<file path="src/hdl/pol_pkg.sv">
package pol_pkg;

  // Operation codes carried by func.
  localparam logic [2:0] F_INS_FRONT = 3'd0;
  localparam logic [2:0] F_INS_BACK  = 3'd1;
  localparam logic [2:0] F_INS_AT    = 3'd2;
  localparam logic [2:0] F_DEL_FRONT = 3'd3;
  localparam logic [2:0] F_DEL_BACK  = 3'd4;
  localparam logic [2:0] F_DEL_AT    = 3'd5;
  localparam logic [2:0] F_DUMP      = 3'd6;

  // Status codes of a result.
  localparam logic [1:0] ST_OK     = 2'd0;
  localparam logic [1:0] ST_BADPOS = 2'd1;
  localparam logic [1:0] ST_EMPTY  = 2'd2;
  localparam logic [1:0] ST_FULL   = 2'd3;

  // Sequencer states.
  typedef enum logic [2:0] {
    S_IDLE,
    S_INS,
    S_DEL,
    S_DUMP,
    S_DRAIN,
    S_FIN
  } pol_state_t;

  // Kind of multi-cycle operation in flight.
  typedef enum logic [1:0] {
    K_INS,
    K_DEL,
    K_DUMP
  } pol_kind_t;

endpackage

</file>
<file path="src/hdl/pol_ram.sv">
module pol_ram #(
  parameter int WIDTH = 32,
  parameter int DEPTH = 64
) (
  input  logic                     clk,
  input  logic                     we,
  input  logic [$clog2(DEPTH)-1:0] waddr,
  input  logic [WIDTH-1:0]         wdata,
  input  logic [$clog2(DEPTH)-1:0] raddr,
  output logic [WIDTH-1:0]         rdata
);

  logic [WIDTH-1:0] mem [DEPTH];

  // One write port and one registered read port.
  always_ff @(posedge clk) begin
    if (we) begin
      mem[waddr] <= wdata;
    end
    rdata <= mem[raddr];
  end

endmodule

</file>
<file path="src/hdl/positional_ordered_list.sv">
// Error results, no-op results and an empty dump appear in the cycle after the item is taken.
// Insert or delete at the end of the list goes straight to the final step, which answers; one
// that moves n stored entries moves one entry per cycle through the RAM port, drains, then answers.
// Dump of c elements reads from the front and registers each element as a result, one per cycle;
// busy stays high until the last read has drained. Results cannot be stalled by the receiver.
// Synchronous reset empties the list and clears control state; the element RAM is not cleared.
module positional_ordered_list #(
  parameter int CAPACITY = 64
) (
  input  logic                              clk,
  input  logic                              rst,
  input  logic                              start,
  output logic                              busy,
  input  logic [2:0]                        func,
  input  logic signed [31:0]                item_value,
  input  logic [$clog2(CAPACITY+1)-1:0]     position,
  output logic                              done,
  output logic [1:0]                        status,
  output logic [$clog2(CAPACITY+1)-1:0]     entry_count,
  output logic signed [31:0]                read_value,
  output logic                              last
);
  import pol_pkg::*;

  localparam int CW = $clog2(CAPACITY + 1);
  localparam int AW = $clog2(CAPACITY);

  pol_state_t state, state_next;
  pol_kind_t  kind, kind_next;

  logic [CW-1:0] count, count_next;
  logic [AW-1:0] rptr, rptr_next;
  logic [AW-1:0] wptr, wptr_next;
  logic [AW-1:0] tgt, tgt_next;
  logic signed [31:0] val, val_next;
  logic pend, pend_next;
  logic dpend, dpend_next;
  logic dlast, dlast_next;

  logic done_next, last_next;
  logic [1:0] status_next;
  logic [CW-1:0] entry_count_next;
  logic signed [31:0] read_value_next;

  logic we;
  logic [AW-1:0] waddr, raddr;
  logic [31:0] wdata, rdata;

  logic full, empty, ins_bad, del_bad;
  logic [CW-1:0] cnt_m1, pos_m1;
  logic [AW-1:0] last_idx, pos_idx, cnt_idx;

  pol_ram #(
    .WIDTH(32),
    .DEPTH(CAPACITY)
  ) u_ram (
    .clk  (clk),
    .we   (we),
    .waddr(waddr),
    .wdata(wdata),
    .raddr(raddr),
    .rdata(rdata)
  );

  // Checks and indexes derived from the current count and position.
  assign full     = (count == CW'(CAPACITY));
  assign empty    = (count == '0);
  assign cnt_m1   = count - CW'(1);
  assign pos_m1   = position - CW'(1);
  assign last_idx = cnt_m1[AW-1:0];
  assign pos_idx  = pos_m1[AW-1:0];
  assign cnt_idx  = count[AW-1:0];
  assign ins_bad  = (position == '0) ||
                    ({1'b0, position} > ({1'b0, count} + (CW+1)'(1)));
  assign del_bad  = (position == '0) || (position > count);

  assign busy = (state != S_IDLE);

  // State, counters and result register.
  always_ff @(posedge clk) begin
    if (rst) begin
      state <= S_IDLE;
      count <= '0;
      pend  <= 1'b0;
      dpend <= 1'b0;
      done  <= 1'b0;
    end else begin
      state <= state_next;
      count <= count_next;
      pend  <= pend_next;
      dpend <= dpend_next;
      done  <= done_next;
    end
    kind        <= kind_next;
    rptr        <= rptr_next;
    wptr        <= wptr_next;
    tgt         <= tgt_next;
    val         <= val_next;
    dlast       <= dlast_next;
    status      <= status_next;
    entry_count <= entry_count_next;
    read_value  <= read_value_next;
    last        <= last_next;
  end

  // Next state, RAM control and results.
  always_comb begin
    state_next       = state;
    kind_next        = kind;
    count_next       = count;
    rptr_next        = rptr;
    wptr_next        = wptr;
    tgt_next         = tgt;
    val_next         = val;
    pend_next        = 1'b0;
    dpend_next       = 1'b0;
    dlast_next       = dlast;
    done_next        = 1'b0;
    status_next      = status;
    entry_count_next = entry_count;
    read_value_next  = read_value;
    last_next        = last;
    we               = 1'b0;
    waddr            = wptr;
    wdata            = rdata;
    raddr            = rptr;

    // A shift read issued last cycle is written back now.
    if (pend) begin
      we = 1'b1;
    end

    // A dump read issued last cycle becomes a result now.
    if (dpend) begin
      done_next        = 1'b1;
      status_next      = ST_OK;
      entry_count_next = count;
      read_value_next  = rdata;
      last_next        = dlast;
    end

    unique case (state)
      S_IDLE: begin
        if (start) begin
          // Immediate result unless a multi-cycle path is taken below.
          done_next        = 1'b1;
          status_next      = ST_OK;
          entry_count_next = count;
          read_value_next  = '0;
          last_next        = 1'b1;
          val_next         = item_value;
          unique case (func)
            F_INS_FRONT, F_INS_BACK, F_INS_AT: begin
              if (full) begin
                status_next = ST_FULL;
              end else if (func == F_INS_AT && ins_bad) begin
                status_next = ST_BADPOS;
              end else begin
                done_next = 1'b0;
                kind_next = K_INS;
                if (func == F_INS_FRONT) begin
                  tgt_next = '0;
                end else if (func == F_INS_BACK) begin
                  tgt_next = cnt_idx;
                end else begin
                  tgt_next = pos_idx;
                end
                rptr_next = last_idx;
                // Nothing to shift when the new value lands just past the last element.
                if (func == F_INS_BACK || (func == F_INS_AT && pos_m1 == count) ||
                    (func == F_INS_FRONT && empty)) begin
                  state_next = S_FIN;
                end else begin
                  state_next = S_INS;
                end
              end
            end
            F_DEL_FRONT, F_DEL_BACK, F_DEL_AT: begin
              if (empty) begin
                status_next = ST_EMPTY;
              end else if (func == F_DEL_AT && del_bad) begin
                status_next = ST_BADPOS;
              end else begin
                done_next = 1'b0;
                kind_next = K_DEL;
                if (func == F_DEL_FRONT) begin
                  tgt_next  = '0;
                  rptr_next = AW'(1);
                end else if (func == F_DEL_BACK) begin
                  tgt_next  = last_idx;
                  rptr_next = last_idx;
                end else begin
                  tgt_next  = pos_idx;
                  rptr_next = pos_idx + AW'(1);
                end
                if (func == F_DEL_BACK || (func == F_DEL_FRONT && count == CW'(1)) ||
                    (func == F_DEL_AT && position == count)) begin
                  state_next = S_FIN;
                end else begin
                  state_next = S_DEL;
                end
              end
            end
            F_DUMP: begin
              if (empty) begin
                status_next = ST_EMPTY;
              end else begin
                done_next  = 1'b0;
                kind_next  = K_DUMP;
                rptr_next  = '0;
                state_next = S_DUMP;
              end
            end
            default: begin
              status_next = ST_OK;
            end
          endcase
        end
      end
      S_INS: begin
        // Move entry rptr up by one, walking from the back toward the target.
        pend_next = 1'b1;
        wptr_next = rptr + AW'(1);
        if (rptr == tgt) begin
          state_next = S_DRAIN;
        end else begin
          rptr_next = rptr - AW'(1);
        end
      end
      S_DEL: begin
        // Move entry rptr down by one, walking from the target toward the back.
        pend_next = 1'b1;
        wptr_next = rptr - AW'(1);
        if (rptr == last_idx) begin
          state_next = S_DRAIN;
        end else begin
          rptr_next = rptr + AW'(1);
        end
      end
      S_DUMP: begin
        // Read one element a cycle from the front.
        dpend_next = 1'b1;
        dlast_next = (rptr == last_idx);
        if (rptr == last_idx) begin
          state_next = S_DRAIN;
        end else begin
          rptr_next = rptr + AW'(1);
        end
      end
      S_DRAIN: begin
        // The final pending write completes this cycle, or the final dump result is registered.
        if (kind == K_DUMP) begin
          state_next = S_IDLE;
        end else begin
          state_next = S_FIN;
        end
      end
      S_FIN: begin
        // Place the new value or drop the freed slot, then answer.
        if (kind == K_INS) begin
          we         = 1'b1;
          waddr      = tgt;
          wdata      = val;
          count_next = count + CW'(1);
        end else begin
          count_next = cnt_m1;
        end
        done_next        = 1'b1;
        status_next      = ST_OK;
        entry_count_next = count_next;
        read_value_next  = '0;
        last_next        = 1'b1;
        state_next       = S_IDLE;
      end
      default: begin
        state_next = S_IDLE;
      end
    endcase
  end

`ifndef SYNTHESIS
  // The count never goes beyond the capacity.
  assert property (@(posedge clk) disable iff (rst) count <= CW'(CAPACITY))
    else $error("element count exceeds capacity");

  // The final write of a value never collides with a pending shift write or dump read.
  assert property (@(posedge clk) disable iff (rst) (state == S_FIN) |-> (!pend && !dpend))
    else $error("write port conflict in final step");

  // An accepted item either answers on the next cycle or keeps the block busy.
  assert property (@(posedge clk) disable iff (rst) (start && !busy) |=> (busy || done))
    else $error("accepted item neither answered nor in progress");

  // The count moves by at most one per item.
  assert property (@(posedge clk) disable iff (rst)
    (count != $past(count)) |->
      (count == $past(count) + CW'(1) || count == $past(count) - CW'(1)))
    else $error("element count jumped");
`endif

endmodule

</file>
<file path="config.mk">
export PLATFORM = sky130hd
export DESIGN_NAME = positional_ordered_list
export DESIGN_NICKNAME = d
export VERILOG_FILES = /design/src/hdl/pol_pkg.sv /design/src/hdl/pol_ram.sv /design/src/hdl/positional_ordered_list.sv
export SDC_FILE = /design/constraint.sdc
export NUM_CORES = 2
export LEC_CHECK = 0
export ABC_AREA = 0
export BUFFER_PORTS_ARGS = -buffer_cell sky130_fd_sc_hd__buf_2
export CAP_MARGIN = 15
export CELL_PAD_IN_SITES_DETAIL_PLACEMENT = 0
export CELL_PAD_IN_SITES_GLOBAL_PLACEMENT = 1
export CORE_ASPECT_RATIO = 0.6
export CORE_MARGIN = 10
export CORE_UTILIZATION = 35
export CTS_CLUSTER_SIZE = 28
export DETAILED_ROUTE_END_ITERATION = 10
export GPL_TIMING_DRIVEN = 0
export MAX_ROUTING_LAYER = met4
export PLACE_DENSITY_LB_ADDON = 0.05
export SLEW_MARGIN = 15
export SYNTH_ARGS = -nofsm -noshare
export SYNTH_HDL_FRONTEND = slang
export SYNTH_SLANG_ARGS = --single-unit
</file>
<file path="constraint.sdc">
create_clock -name clk -period 4.5 [get_ports clk]
set_clock_uncertainty 0.1 [all_clocks]
set_input_delay 0.9 -clock clk [delete_from_list [all_inputs] [get_ports clk]]
set_output_delay 0.9 -clock clk [all_outputs]
set_load 0.02 [all_outputs]
</file>
==> impl_results.md <==
* Fraction of layout instances using a drive strength above 1 at 32.4%
* Syn Inst Count at 3701
* Total track usage at 21.3%
* DR vias/cell at 5.53
* Largest net degree at the start of global routing at 65
* Mapped Area at 0.0845 mm^2
* Crit Path Class: register to register
* Setup Total Neg Slack at 0 ns
* Most frequent cells in the layout: edfxtp_1, mux4_2, clkbuf_16
* Register area share after synthesis at 76.7%
* Worst min path class: primary input to register
* Initial Util at 35.3%
* Antenna violations before repair at 45
* Dominant cell type by area after synthesis: edfxtp_1
* Critical hold path startpoint: item_value[4]
* Core box area at 0.240 mm^2
* Reg2Reg Setup Slack at 0.1 ns
* CP max FO at 14
* I/O Buffers at 85
* NumNets Final at 4253
* ANT nets after route at 0
* CTS Buffer Depth at 4
* Syn Nets at 3767
* IO Count at 89
* Main synth FF type: edfxtp_1
* Final hold viol count at 0
* Reg2reg start: state[2]
* Synth top area share at 74.7%
* GRT overflow at 0
* Cell Int Power at 38.4 mW
* Post-synth EDFFs at 2101
* Ranking of synthesized cells by area: edfxtp_1, mux4_2, dfxtp_1
* Max Transition Viols Final at 0
* Slew margin rel. at 16.4%
* TritonCTS clock tree: built
* Die extent in x at 654 um
* Die H at 401 um
* First DRT Iteration DRCs at 5561
* Power share of the clock group at 31.8%
* Max cap viols at 0
* Hpwl dp at 191 mm
* CTS Root Cell: clkbuf_16
* Crit share post-route at 97.8%
* Syn-to-layout area delta at 18.0%
* Hold Path Cell Cnt at 1
* WL per Instance at 36.4 um
* DP Cell Count at 7101
* Post-place setup slack at -0.731 ns
* H-tree depth at 4
* Leakage power at 31.0 nW
* GRT met3 Usage at 4.22%
* Slew @ Worst Pin at 1.25 ns
* Status: finished clean
* Slowest cell on crit path: nand2_1
* Final Util at 41.6%
* DR pass1 iterations at 7
* Asr flop ratio synth at 0%
* WP data required at 4.95 ns
* Distinct cells, synth at 64
* Final instance area at 0.0997 mm^2
* Comb pwr share at 20.9%
* Reg power frac at 47.3%
* Number of synthesized register bits at 2188
* Min Tclk post-route at 4.40 ns
* Syn Area/Cell at 22.8 um^2
* Reg-to-Reg End: u_ram.mem[3][6]
* WP data arrival at 4.85 ns
* Vias in the first global route at 40600
* CTS Buf Count at 212
* Pwr dens at 547 mW/mm^2
* M2 GR Usage at 27.2%
* Net Sw Frac at 29.6%
* Hold slack at 0.119 ns
* Yosys Warn Count at 0
* Crit path buffers/inverters at 5
* RD Place Congestion at 0.827
* Reg2Reg Depth at 11
* First-pass GRT wire length at 373 mm
* CTS Hold Bufs at 0
* GR peak layer: met1
* Final Total Pwr at 54.5 mW
* Worst skew pair latency at 0.87 ns
* Hold EP: val[4]
* Final setup viols at 0
* Remaining DRCs at 0
* Cell Area, Placed at 0.0926 mm^2
* Max VDD drop at 0.384 mV
* Final worst slack at 0.0991 ns
* RSZ-0062 raised after global routing: false
* M1 GR Usage at 34.7%
* Via count at 41700
* Startpoint types: register
* Clock slew at reported path FFs at 0.07 ns
* # rows at 139
* Post-route insts no fill at 7550
* CTS sink count at 2188
* Sw power at 16.2 mW
* CP Capture Type: register
* Die Area at 0.262 mm^2
* Most common cell after layout, fill and taps aside: edfxtp_1
* CP Cell Sequence: clkbuf_1, nand3b_1, nor3_4, buf_2, buf_2, nand3b_1, o21ai_1, nand2_1, nor2_4, buf_16, buf_16
* Peak Freq at 227 MHz
* Total Wirelength at 275 mm
* CP max stage delay at 0.57 ns
* Crit path max-delay family: simple AND/OR/NAND/NOR gates
-- worst max path at each step --
stage | from | end | slack (ns) | cells past startpoint
5_1_grt | state[2] | u_ram.mem[3][10] | 0.002 | 11
4_1_cts | count[1] | raddr[3] | 0.07 | 13
3_5_place_dp | count[0] | tgt[0] | -0.73 | 12
2_1_floorplan | state[2] | u_ram.mem[34][0] | -0.04 | 8
3_3_place_gp | state[2] | u_ram.mem[34][11] | -4.80 | 8
6_report | state[2] | u_ram.mem[3][6] | 0.1 | 11
-- final cells by class --
type                    instances  area [um^2]
clock buffers                 266         5650
multi-input cells            1291        19400
well taps                    3172         3970
fillers                     20900       140000
inverters                      22         82.6
plain buffers                 200          910
diodes                         37         92.6
flip-flops and latches       2188        64800
clock inverters               102          808
repair buffers                272         3940
-- what timing repair did --
action                     4_1_cts  5_1_grt
pin swaps                       18        3
buffers inserted                35        7
setup endpoints to repair      384       58
gates resized for setup          5        7
-- power groups by stage --
stage / combinational (mW) / sequential [mW] / clock, mW
6_report: 11.4 / 25.8 / 17.3
5_1_grt: 12.0 / 25.8 / 18.6
4_1_cts: 11.5 / 25.8 / 17.8
3_5_place_dp: 11.5 / 26.2 / 0
3_3_place_gp: 10.6 / 26.9 / 0
2_1_floorplan: 5.15 / 26.2 / 0
-- registers in the layout (all words and copies together), names as in the netlist, 2 cells and up --
signal / count
val: 32
entry_count: 7
u_ram.rdata: 32
read_value: 32
count: 7
u_ram.mem: 2048
kind: 2
wptr: 6
state: 3
tgt: 6
raddr: 6
status: 2
-- layer usage --
| layer | wire [um] | vias up | share of wire [%] |
|---|---|---|---|
| met5 | 0 | - | 0 |
| met4 | 5450 | 0 | 2.0 |
| met3 | 20500 | 313 | 7.5 |
| met2 | 110000 | 1535 | 40 |
| met1 | 139000 | 23200 | 51 |
| li1 | - | 16600 | - |
-- Yosys cell counts (2+ instances only) --
library cell	number
nand3_1	19
o21ai_1	10
nand2b_1	14
o21ai_0	14
xor2_1	13
nand4_1	7
clkbuf_1	105
xnor2_1	31
nor2b_1	13
buf_2	39
mux2_2	2
a21oi_1	37
o22ai_1	10
buf_4	15
nand2_1	162
nor3b_1	3
and2_1	3
buf_1	37
or3_1	3
inv_2	7
nand3b_1	7
o21a_1	2
or2_1	3
nor3_1	19
nor2_1	126
a31oi_1	3
o21bai_1	4
o31ai_1	3
mux2i_1	41
and3_1	2
edfxtp_1	2101
dfxtp_1	87
buf_6	4
o211ai_1	8
ha_1	21
a222oi_1	2
inv_1	15
nor4_1	5
mux4_2	672
a22oi_1	7
a32o_1	2
-- cells by family (layout without fill, tap and decap cells) --
logic type / after synthesis / after routing / share of synthesized area, %
compound gates: 119 / 119 / 0.897
xor+xnor: 45 / 45 / 0.483
fa+ha+maj: 21 / 21 / 0.311
buf+inv: 222 / 862 / 1.15
flops: 2188 / 2188 / 76.7
mux: 715 / 715 / 18.4
other cells: 0 / 37 / 0
simple gates: 391 / 391 / 2.02
Power figures use the tool's default switching activity.
